===== config.mk =====
export PLATFORM = sky130hd
export DESIGN_NAME = utf8_scalar_validator_top_flat
export DESIGN_NICKNAME = d
export VERILOG_FILES = /design/src/usv_pkg.sv /design/src/usv_if.sv /design/src/usv_front.sv /design/src/usv_queue.sv /design/src/usv_back.sv /design/src/utf8_scalar_validator_top.sv /design/src/flat_wrapper.sv
export SDC_FILE = /design/constraint.sdc
export NUM_CORES = 1
export LEC_CHECK = 0
export BUFFER_PORTS_ARGS = -buffer_cell sky130_fd_sc_hd__buf_4
export CAP_MARGIN = 20
export CORE_MARGIN = 3
export CORE_UTILIZATION = 45
export DETAILED_ROUTE_END_ITERATION = 8
export SYNTH_ARGS = -nofsm -noshare
export SYNTH_HDL_FRONTEND = slang
export SYNTH_SLANG_ARGS = --single-unit

===== constraint.sdc =====
create_clock -name clk -period 3.6 [get_ports clk]
set_clock_uncertainty 0.05 [all_clocks]
set_input_delay 0 -clock clk [delete_from_list [all_inputs] [get_ports clk]]
set_output_delay 0 -clock clk [all_outputs]
set_load 0.005 [all_outputs]

===== src/usv_pkg.sv =====
package usv_pkg;

    localparam int BYTE_W          = 8;
    localparam int CFG_W           = 11;
    localparam int CP_W            = 21;
    localparam int LEN_W           = 3;
    localparam int BITS_W          = 7;
    localparam int SCALAR_CAP_DEF  = 1024;
    localparam int QUEUE_DEPTH_DEF = 2;

    localparam logic [BYTE_W-1:0] LEAD2_LO = 8'hC2;
    localparam logic [BYTE_W-1:0] LEAD2_HI = 8'hDF;
    localparam logic [BYTE_W-1:0] LEAD3_LO = 8'hE0;
    localparam logic [BYTE_W-1:0] LEAD3_HI = 8'hEF;
    localparam logic [BYTE_W-1:0] LEAD4_LO = 8'hF0;
    localparam logic [BYTE_W-1:0] LEAD4_HI = 8'hF4;
    localparam logic [5:0]        CONT_MASK = 6'h3F;

    localparam logic [CP_W-1:0] CP_MIN3     = 21'h000800;
    localparam logic [CP_W-1:0] CP_MIN4     = 21'h010000;
    localparam logic [CP_W-1:0] CP_SURR_LO  = 21'h00D800;
    localparam logic [CP_W-1:0] CP_SURR_HI  = 21'h00DFFF;
    localparam logic [CP_W-1:0] CP_MAX      = 21'h10FFFF;

    localparam int CLS_W = 3;
    localparam logic [CLS_W-1:0] CLS_ASCII = 3'd0;
    localparam logic [CLS_W-1:0] CLS_LEAD2 = 3'd1;
    localparam logic [CLS_W-1:0] CLS_LEAD3 = 3'd2;
    localparam logic [CLS_W-1:0] CLS_LEAD4 = 3'd3;
    localparam logic [CLS_W-1:0] CLS_CONT  = 3'd4;
    localparam logic [CLS_W-1:0] CLS_BAD   = 3'd5;

    typedef struct packed {
        logic [CLS_W-1:0]  cls;
        logic [BITS_W-1:0] bits;
        logic              last;
    } item_t;

endpackage


===== src/usv_if.sv =====
interface usv_byte_if;
    import usv_pkg::*;

    logic              valid;
    logic              ready;
    logic [BYTE_W-1:0] byte_in;
    logic              last_byte;

    modport source (output valid, output byte_in, output last_byte, input ready);
    modport sink (input valid, input byte_in, input last_byte, output ready);
endinterface

interface usv_result_if;
    import usv_pkg::*;

    logic             valid;
    logic             ready;
    logic             scalar_ready;
    logic [CP_W-1:0]  code_point;
    logic [LEN_W-1:0] scalar_bytes;
    logic             error_flag;
    logic             text_end;
    logic             text_valid;

    modport source (output valid, output scalar_ready, output code_point,
                    output scalar_bytes, output error_flag, output text_end,
                    output text_valid, input ready);
    modport sink (input valid, input scalar_ready, input code_point,
                  input scalar_bytes, input error_flag, input text_end,
                  input text_valid, output ready);
endinterface

interface usv_cfg_if;
    import usv_pkg::*;

    logic             valid;
    logic             ready;
    logic [CFG_W-1:0] scalar_cap;

    modport source (output valid, output scalar_cap, input ready);
    modport sink (input valid, input scalar_cap, output ready);
endinterface


===== src/usv_front.sv =====
module usv_front (
    input  logic           clk,
    input  logic           rst_n,
    usv_byte_if.sink       rx,
    output logic           push_valid,
    output usv_pkg::item_t push_item,
    input  logic           queue_full
);
    import usv_pkg::*;

    logic  hold_valid_reg;
    item_t hold_item_reg;
    item_t class_item;

    always_comb
    begin
        class_item.last = rx.last_byte;
        class_item.bits = '0;
        if (rx.byte_in[7] == 1'b0)
        begin
            class_item.cls  = CLS_ASCII;
            class_item.bits = rx.byte_in[BITS_W-1:0];
        end
        else if (rx.byte_in[7:6] == 2'b10)
        begin
            class_item.cls  = CLS_CONT;
            class_item.bits = {1'b0, rx.byte_in[5:0]};
        end
        else if (rx.byte_in >= LEAD2_LO && rx.byte_in <= LEAD2_HI)
        begin
            class_item.cls  = CLS_LEAD2;
            class_item.bits = {2'b00, rx.byte_in[4:0]};
        end
        else if (rx.byte_in >= LEAD3_LO && rx.byte_in <= LEAD3_HI)
        begin
            class_item.cls  = CLS_LEAD3;
            class_item.bits = {3'b000, rx.byte_in[3:0]};
        end
        else if (rx.byte_in >= LEAD4_LO && rx.byte_in <= LEAD4_HI)
        begin
            class_item.cls  = CLS_LEAD4;
            class_item.bits = {4'b0000, rx.byte_in[2:0]};
        end
        else
        begin
            class_item.cls = CLS_BAD;
        end
    end

    assign rx.ready   = !hold_valid_reg || !queue_full;
    assign push_valid = hold_valid_reg;
    assign push_item  = hold_item_reg;

    always_ff @(posedge clk or negedge rst_n)
    begin
        if (!rst_n)
        begin
            hold_valid_reg <= 1'b0;
        end
        else if (rx.ready)
        begin
            hold_valid_reg <= rx.valid;
        end
    end

    always_ff @(posedge clk)
    begin
        if (rx.ready && rx.valid)
        begin
            hold_item_reg <= class_item;
        end
    end

endmodule


===== src/usv_queue.sv =====
module usv_queue #(
    parameter int DEPTH = usv_pkg::QUEUE_DEPTH_DEF
) (
    input  logic           clk,
    input  logic           rst_n,
    input  logic           push_valid,
    input  usv_pkg::item_t push_item,
    output logic           full,
    output logic           empty,
    input  logic           pop,
    output usv_pkg::item_t pop_item
);
    import usv_pkg::*;

    localparam int PTR_W = (DEPTH > 1) ? $clog2(DEPTH) : 1;
    localparam int CNT_W = $clog2(DEPTH + 1);
    localparam logic [PTR_W-1:0] LAST_PTR = PTR_W'(DEPTH - 1);

    item_t             slot_reg [DEPTH];
    logic [PTR_W-1:0]  wr_ptr_reg;
    logic [PTR_W-1:0]  rd_ptr_reg;
    logic [CNT_W-1:0]  count_reg;
    logic              do_push;
    logic              do_pop;

    assign full     = (count_reg == CNT_W'(DEPTH));
    assign empty    = (count_reg == '0);
    assign do_push  = push_valid && !full;
    assign do_pop   = pop && !empty;
    assign pop_item = slot_reg[rd_ptr_reg];

    always_ff @(posedge clk or negedge rst_n)
    begin
        if (!rst_n)
        begin
            wr_ptr_reg <= '0;
            rd_ptr_reg <= '0;
            count_reg  <= '0;
        end
        else
        begin
            if (do_push)
            begin
                wr_ptr_reg <= (wr_ptr_reg == LAST_PTR) ? '0 : wr_ptr_reg + 1'b1;
            end
            if (do_pop)
            begin
                rd_ptr_reg <= (rd_ptr_reg == LAST_PTR) ? '0 : rd_ptr_reg + 1'b1;
            end
            if (do_push && !do_pop)
            begin
                count_reg <= count_reg + 1'b1;
            end
            else if (do_pop && !do_push)
            begin
                count_reg <= count_reg - 1'b1;
            end
        end
    end

    always_ff @(posedge clk)
    begin
        if (do_push)
        begin
            slot_reg[wr_ptr_reg] <= push_item;
        end
    end

endmodule


===== src/usv_back.sv =====
module usv_back #(
    parameter int SCALAR_CAP = usv_pkg::SCALAR_CAP_DEF
) (
    input  logic           clk,
    input  logic           rst_n,
    usv_cfg_if.sink        cfg,
    input  logic           queue_empty,
    input  usv_pkg::item_t pop_item,
    output logic           pop,
    usv_result_if.source   tx
);
    import usv_pkg::*;

    localparam int CAP_BITS = $clog2(SCALAR_CAP + 1);
    localparam int LIM_W    = (CAP_BITS > CFG_W) ? CAP_BITS : CFG_W;
    localparam int CNT_W    = LIM_W + 1;

    logic [LIM_W-1:0] max_reg;
    logic             sticky_reg;
    logic [1:0]       left_reg;
    logic [LEN_W-1:0] len_reg;
    logic [CP_W-1:0]  part_reg;
    logic [CNT_W-1:0] count_reg;

    logic             sticky_next;
    logic [1:0]       left_next;
    logic [LEN_W-1:0] len_next;
    logic [CP_W-1:0]  part_next;
    logic [CNT_W-1:0] count_next;
    logic [CNT_W-1:0] count_inc;
    logic             err;
    logic             good;
    logic             scalar_ok;

    logic             out_valid_reg;
    logic             res_scalar_reg;
    logic [CP_W-1:0]  res_cp_reg;
    logic [LEN_W-1:0] res_len_reg;
    logic             res_error_reg;
    logic             res_end_reg;
    logic             res_text_ok_reg;

    assign cfg.ready = 1'b1;
    assign pop       = !queue_empty && (!out_valid_reg || tx.ready);
    assign count_inc = count_reg + 1'b1;

    always_comb
    begin
        sticky_next = sticky_reg;
        left_next   = left_reg;
        len_next    = len_reg;
        part_next   = part_reg;
        count_next  = count_reg;
        err         = 1'b0;
        good        = 1'b0;
        scalar_ok   = 1'b0;
        if (!sticky_reg)
        begin
            if (left_reg == 2'd0)
            begin
                unique case (pop_item.cls)
                    CLS_ASCII:
                    begin
                        len_next  = 3'd1;
                        left_next = 2'd0;
                    end
                    CLS_LEAD2:
                    begin
                        len_next  = 3'd2;
                        left_next = 2'd1;
                    end
                    CLS_LEAD3:
                    begin
                        len_next  = 3'd3;
                        left_next = 2'd2;
                    end
                    CLS_LEAD4:
                    begin
                        len_next  = 3'd4;
                        left_next = 2'd3;
                    end
                    default:
                    begin
                        err = 1'b1;
                    end
                endcase
                part_next = CP_W'(pop_item.bits);
            end
            else if (pop_item.cls != CLS_CONT)
            begin
                err = 1'b1;
            end
            else
            begin
                part_next = {part_reg[CP_W-7:0], pop_item.bits[5:0] & CONT_MASK};
                left_next = left_reg - 2'd1;
            end

            if (!err && left_next == 2'd0)
            begin
                scalar_ok = (part_next != '0)
                    && !(len_next == 3'd3 && part_next < CP_MIN3)
                    && !(len_next == 3'd4 && part_next < CP_MIN4)
                    && !(part_next >= CP_SURR_LO && part_next <= CP_SURR_HI)
                    && (part_next <= CP_MAX);
                if (!scalar_ok)
                begin
                    err = 1'b1;
                end
                else
                begin
                    count_next = count_inc;
                    if (count_inc > CNT_W'(max_reg))
                    begin
                        err = 1'b1;
                    end
                    else
                    begin
                        good = 1'b1;
                    end
                end
            end

            if (!err && pop_item.last && left_next != 2'd0)
            begin
                err = 1'b1;
            end

            if (err)
            begin
                sticky_next = 1'b1;
                left_next   = 2'd0;
            end
        end
    end

    always_ff @(posedge clk or negedge rst_n)
    begin
        if (!rst_n)
        begin
            max_reg    <= LIM_W'(SCALAR_CAP);
            sticky_reg <= 1'b0;
            left_reg   <= '0;
            len_reg    <= '0;
            part_reg   <= '0;
            count_reg  <= '0;
        end
        else
        begin
            if (cfg.valid)
            begin
                max_reg <= LIM_W'(cfg.scalar_cap);
            end
            if (pop)
            begin
                if (pop_item.last)
                begin
                    sticky_reg <= 1'b0;
                    left_reg   <= '0;
                    count_reg  <= '0;
                end
                else
                begin
                    sticky_reg <= sticky_next;
                    left_reg   <= left_next;
                    count_reg  <= count_next;
                end
                len_reg  <= len_next;
                part_reg <= part_next;
            end
        end
    end

    always_ff @(posedge clk or negedge rst_n)
    begin
        if (!rst_n)
        begin
            out_valid_reg <= 1'b0;
        end
        else if (pop)
        begin
            out_valid_reg <= 1'b1;
        end
        else if (tx.ready)
        begin
            out_valid_reg <= 1'b0;
        end
    end

    always_ff @(posedge clk)
    begin
        if (pop)
        begin
            res_scalar_reg  <= good;
            res_cp_reg      <= good ? part_next : '0;
            res_len_reg     <= good ? len_next : '0;
            res_error_reg   <= sticky_next;
            res_end_reg     <= pop_item.last;
            res_text_ok_reg <= pop_item.last && !sticky_next;
        end
    end

    assign tx.valid        = out_valid_reg;
    assign tx.scalar_ready = res_scalar_reg;
    assign tx.code_point   = res_cp_reg;
    assign tx.scalar_bytes = res_len_reg;
    assign tx.error_flag   = res_error_reg;
    assign tx.text_end     = res_end_reg;
    assign tx.text_valid   = res_text_ok_reg;

endmodule


===== src/utf8_scalar_validator_top.sv =====
// UTF-8 scalar validator.
// The rx channel takes one request per text byte, with last_byte set on the
// final byte of a text. The tx channel returns exactly one result per byte:
// the code point and encoded length when a valid scalar completes at that
// byte, the sticky error flag for the text, and on the final byte text_end
// and text_valid. The cfg channel writes the scalar cap of a text and is
// always ready; the user must write it only while no byte is in flight,
// as the block does not enforce this. A byte passes through a classifying
// register, a queue (two entries by default) and the decoding stage with its
// output register before its result is valid. One byte per cycle is sustained
// while the receiver does not stall; the rate is set by the decoding stage,
// whose state is updated once per byte. When the receiver stalls, the result
// is held and the queue and the front register keep taking bytes until they
// are full, then rx.ready drops. Reset clears all text state and loads the
// scalar cap with its default; the block is ready once reset is released.
module utf8_scalar_validator_top #(
    parameter int SCALAR_CAP  = usv_pkg::SCALAR_CAP_DEF,
    parameter int QUEUE_DEPTH = usv_pkg::QUEUE_DEPTH_DEF
) (
    input  logic         clk,
    input  logic         rst_n,
    usv_byte_if.sink     rx,
    usv_result_if.source tx,
    usv_cfg_if.sink      cfg
);
    import usv_pkg::*;

    logic  push_valid;
    item_t push_item;
    logic  queue_full;
    logic  queue_empty;
    logic  pop;
    item_t pop_item;

    usv_front u_front (
        .clk        (clk),
        .rst_n      (rst_n),
        .rx         (rx),
        .push_valid (push_valid),
        .push_item  (push_item),
        .queue_full (queue_full)
    );

    usv_queue #(
        .DEPTH (QUEUE_DEPTH)
    ) u_queue (
        .clk        (clk),
        .rst_n      (rst_n),
        .push_valid (push_valid),
        .push_item  (push_item),
        .full       (queue_full),
        .empty      (queue_empty),
        .pop        (pop),
        .pop_item   (pop_item)
    );

    usv_back #(
        .SCALAR_CAP (SCALAR_CAP)
    ) u_back (
        .clk         (clk),
        .rst_n       (rst_n),
        .cfg         (cfg),
        .queue_empty (queue_empty),
        .pop_item    (pop_item),
        .pop         (pop),
        .tx          (tx)
    );

endmodule


===== src/flat_wrapper.sv =====
// flat-port wrapper written by rule: the top's interface ports become plain ports
module utf8_scalar_validator_top_flat import usv_pkg::*;
#(
    parameter int SCALAR_CAP  = usv_pkg::SCALAR_CAP_DEF,
    parameter int QUEUE_DEPTH = usv_pkg::QUEUE_DEPTH_DEF
)
  (clk, rst_n, rx_valid, rx_byte_in, rx_last_byte, rx_ready, tx_valid, tx_scalar_ready, tx_code_point, tx_scalar_bytes, tx_error_flag, tx_text_end, tx_text_valid, tx_ready, cfg_valid, cfg_scalar_cap, cfg_ready);
  usv_byte_if rx_i ();
  usv_result_if tx_i ();
  usv_cfg_if cfg_i ();
  input  logic clk;
  input  logic rst_n;
  input wire logic [$bits(rx_i.valid)-1:0] rx_valid;
  input wire logic [$bits(rx_i.byte_in)-1:0] rx_byte_in;
  input wire logic [$bits(rx_i.last_byte)-1:0] rx_last_byte;
  output wire logic [$bits(rx_i.ready)-1:0] rx_ready;
  output wire logic [$bits(tx_i.valid)-1:0] tx_valid;
  output wire logic [$bits(tx_i.scalar_ready)-1:0] tx_scalar_ready;
  output wire logic [$bits(tx_i.code_point)-1:0] tx_code_point;
  output wire logic [$bits(tx_i.scalar_bytes)-1:0] tx_scalar_bytes;
  output wire logic [$bits(tx_i.error_flag)-1:0] tx_error_flag;
  output wire logic [$bits(tx_i.text_end)-1:0] tx_text_end;
  output wire logic [$bits(tx_i.text_valid)-1:0] tx_text_valid;
  input wire logic [$bits(tx_i.ready)-1:0] tx_ready;
  input wire logic [$bits(cfg_i.valid)-1:0] cfg_valid;
  input wire logic [$bits(cfg_i.scalar_cap)-1:0] cfg_scalar_cap;
  output wire logic [$bits(cfg_i.ready)-1:0] cfg_ready;
  assign rx_i.valid = rx_valid;
  assign rx_i.byte_in = rx_byte_in;
  assign rx_i.last_byte = rx_last_byte;
  assign rx_ready = rx_i.ready;
  assign tx_valid = tx_i.valid;
  assign tx_scalar_ready = tx_i.scalar_ready;
  assign tx_code_point = tx_i.code_point;
  assign tx_scalar_bytes = tx_i.scalar_bytes;
  assign tx_error_flag = tx_i.error_flag;
  assign tx_text_end = tx_i.text_end;
  assign tx_text_valid = tx_i.text_valid;
  assign tx_i.ready = tx_ready;
  assign cfg_i.valid = cfg_valid;
  assign cfg_i.scalar_cap = cfg_scalar_cap;
  assign cfg_ready = cfg_i.ready;
  utf8_scalar_validator_top #(.SCALAR_CAP(SCALAR_CAP), .QUEUE_DEPTH(QUEUE_DEPTH)) u_core (.clk(clk), .rst_n(rst_n), .rx(rx_i), .tx(tx_i), .cfg(cfg_i));
endmodule

==> reports/qor.csv <==
metric,value,unit
outcome,"finished, final reports clean",
ir_drop,389.7,uV
crit_path_max_fanout,26,
postSynth.asyncResetShare,47.86,%
rrSetupSlack,240,ps
dr_wl_met2,6235,um
layout.nets,709,
crit_type,flip-flop to flip-flop,
final_layout_size_suffix_gt1_share,15.67,%
io_buffer_count,54,
clkTransAtPathRegs,50,ps
post-route-min-period,3361,ps
synth_seq_cells,117,
largest_reg_flops,22,
critical_path_arrival,3470,ps
layout_common_cells,"67 x buf_4, 61 x nor2_1, 61 x edfxtp_1",
die_y,120.9,um
hp-class,input pin to flip-flop,
cts_tree,yes,
cp-start-kind,flip-flop,
syn_avg_cell_area,10.39,um^2
rows,41,
syn_nets,611,
first_iter_violations,331,
grt_max_degree,57,
synth_edf_count,61,
cts_num_sinks,117,
place_hpwl,8759,um
start_util,46.54,%
max-slew-margin-rel,34.92,%
numCtsBuffers,17,
dr_total_vias,4650,
vias_per_cell,5.439,
die_w,120.9,um
reg2reg_from,u_core.u_back.count_reg[1]$_DFFE_PN0P_,
synthTopCellsByArea,"edfxtp_1 31%, dfrtp_1 23%, nor2_1 3.9%, nand2_1 3.6%, a22oi_1 3.5%",
tightest_slew,972.5,ps
cap_violations,0,
synth_top_area_share,30.81,%
top_layer_used,met4,
wl_per_cell,15.62,um
r2r_end,u_core.u_back.tx.error_flag$_DFFE_PP_,
p_leak,3.113,nW
setup_viol,0,
layout_commonest_cell,buf_4,
worstSetupEndpointType,flip-flop,
m1WireLength,6311,um
grt_pass1_vias,4490,
netlist_area,5944,um^2
clock_path_buffers,2,
hold_viol_final,0,
dieArea,14630,um^2
finalMaxSlewViolations,0,
drc,0,
crit_path_end,u_core.u_back.tx.error_flag$_DFFE_PP_,
ys_seq_area_share,54.41,%
ant_nets,0,
wl_met3,582,um
yosysUniqueCellTypes,64,
wl,13350,um
fmax,297.5,MHz
powerDensity,787.4,nW/um^2
critPathLaunch,u_core.u_back.count_reg[1]$_DFFE_PN0P_,
grt_pass1_wl,22680,um
finalWeightedCongestion,0.8448,
drtPass1Iterations,5,
finalSetupTns,0,ps
rsz0062_at_grt,false,
antenna_found_initial,0,
clkLatencyLatePin,410,ps
min_period_over_period,93.37,%
h-tree-depth,4,
n_antenna_cell,0,
synth_ff_type,edfxtp_1,
grt_util_all_layers,19.61,%
areaGrowthSynthToFinish,27.64,%
num_io_pins,56,
power,5.974,mW
cts_root_buf,clkbuf_16,
cp.required,3710,ps
core_area,12770,um^2
worstRegToRegCells,15,
synthCells,572,
yosysTopAreaCell,edfxtp_1,
yosysWarnings,0,
gr-total-overflow,0,
stage by stage:
step / instances / setup slack, ps / utilization [%] / hold WS, ps / instance area (um^2)
2_1_floorplan: 572 / 429.7 / - / -345.6 / 5944
3_3_place_gp: 775 / 330.5 / 50.86 / 76.94 / 6496
3_5_place_dp: 775 / 266.5 / 50.86 / 75.56 / 6496
4_1_cts: 855 / 240.4 / 59.40 / 115.1 / 7587
5_1_grt: 855 / 11.74 / 59.40 / 191.6 / 7587
6_report: 855 / 238.8 / 59.40 / 160.5 / 7587
critical path, stage by stage (launching register included):
cell and delay (ps):
dfrtp_1 400, ha_1 240, and3_1 220, and3_1 230, and3_1 240, and3_1 200
xnor2_1 170, inv_1 60, ha_1 290, nand4_1 100, o32a_1 290, o21ai_0 100
nand4_2 120, buf_4 230, inv_1 120, nor2_1 50
how the worst min path moves through the flow:
stage | slack, ps | end | from | depth (start not counted)
2_1_floorplan | -350 | u_core.u_back.count_reg[0]$_DFFE_PN0P_ | rst_n | 0
3_3_place_gp | 80 | u_core.u_back.part_reg[16]$_DFFE_PN0P_ | rst_n | 1
3_5_place_dp | 80 | u_core.u_back.part_reg[17]$_DFFE_PN0P_ | rst_n | 1
4_1_cts | 120 | u_core.u_front.push_item[9]$_SDFFCE_PP0P_ | rx_byte_in[3] | 5
5_1_grt | 190 | u_core.u_front.push_item[9]$_SDFFCE_PP0P_ | rx_byte_in[3] | 5
6_report | 160 | u_core.u_front.push_item[9]$_SDFFCE_PP0P_ | rx_byte_in[3] | 5
cell type report:
class                      count  area [um^2]
timing repair buffer         115        983.4
sequential                   117         3234
clock inverter                 9        152.6
clock buffer                  23        457.9
multi-input combinational    392         2442
tap                          172        215.2
inverter                      27        101.3
fill                        1055         5186
metal layers:
metal,global-route usage (%),vias up
met1,27.54,2231
li1,-,2291
met5,0,-
met3,4.336,18
met4,6.799,0
met2,30.15,110
repair_timing:
action                                 4_1_cts  5_1_grt
gates resized for setup                      0        0
hold buffers                                48        0
endpoints found under the hold margin       79        0
buffers inserted                             0        0
synthesized netlist by cell type (7+ instances only):
| cell type | count |
|---|---|
| edfxtp_1 | 61 |
| a21oi_1 | 23 |
| a211oi_1 | 14 |
| o21ai_0 | 38 |
| a31oi_1 | 7 |
| mux2i_1 | 12 |
| nand3_1 | 10 |
| nor2b_1 | 7 |
| inv_1 | 26 |
| o21ai_1 | 7 |
| nor2_1 | 61 |
| ha_1 | 14 |
| o211ai_1 | 9 |
| o22ai_1 | 7 |
| clkbuf_1 | 26 |
| and3_1 | 8 |
| dfrtp_1 | 55 |
| a22oi_1 | 28 |
| nand2_1 | 57 |
| nand2b_1 | 9 |
| xnor2_1 | 8 |
| xor2_1 | 8 |
logic make-up after synthesis:
family	count (synthesis)	synth area share, %
AO/OA/AOI/OAI	153	16.90
XOR/XNOR	16	2.357
adder cells (fa/ha/maj)	14	2.947
buffers and inverters	63	4.504
AND/OR/NAND/NOR	191	15.85
flip-flops	117	54.41
multiplexers	17	2.968
other	1	0.06308
power by group:
part           internal [mW]  switching [mW]  total (mW)
sequential              1.86           0.258        2.12
clock                   1.17           0.563        1.74
combinational          0.836            1.28        2.12
total                   3.87            2.11        5.97
(Power assumes the default switching activity.)
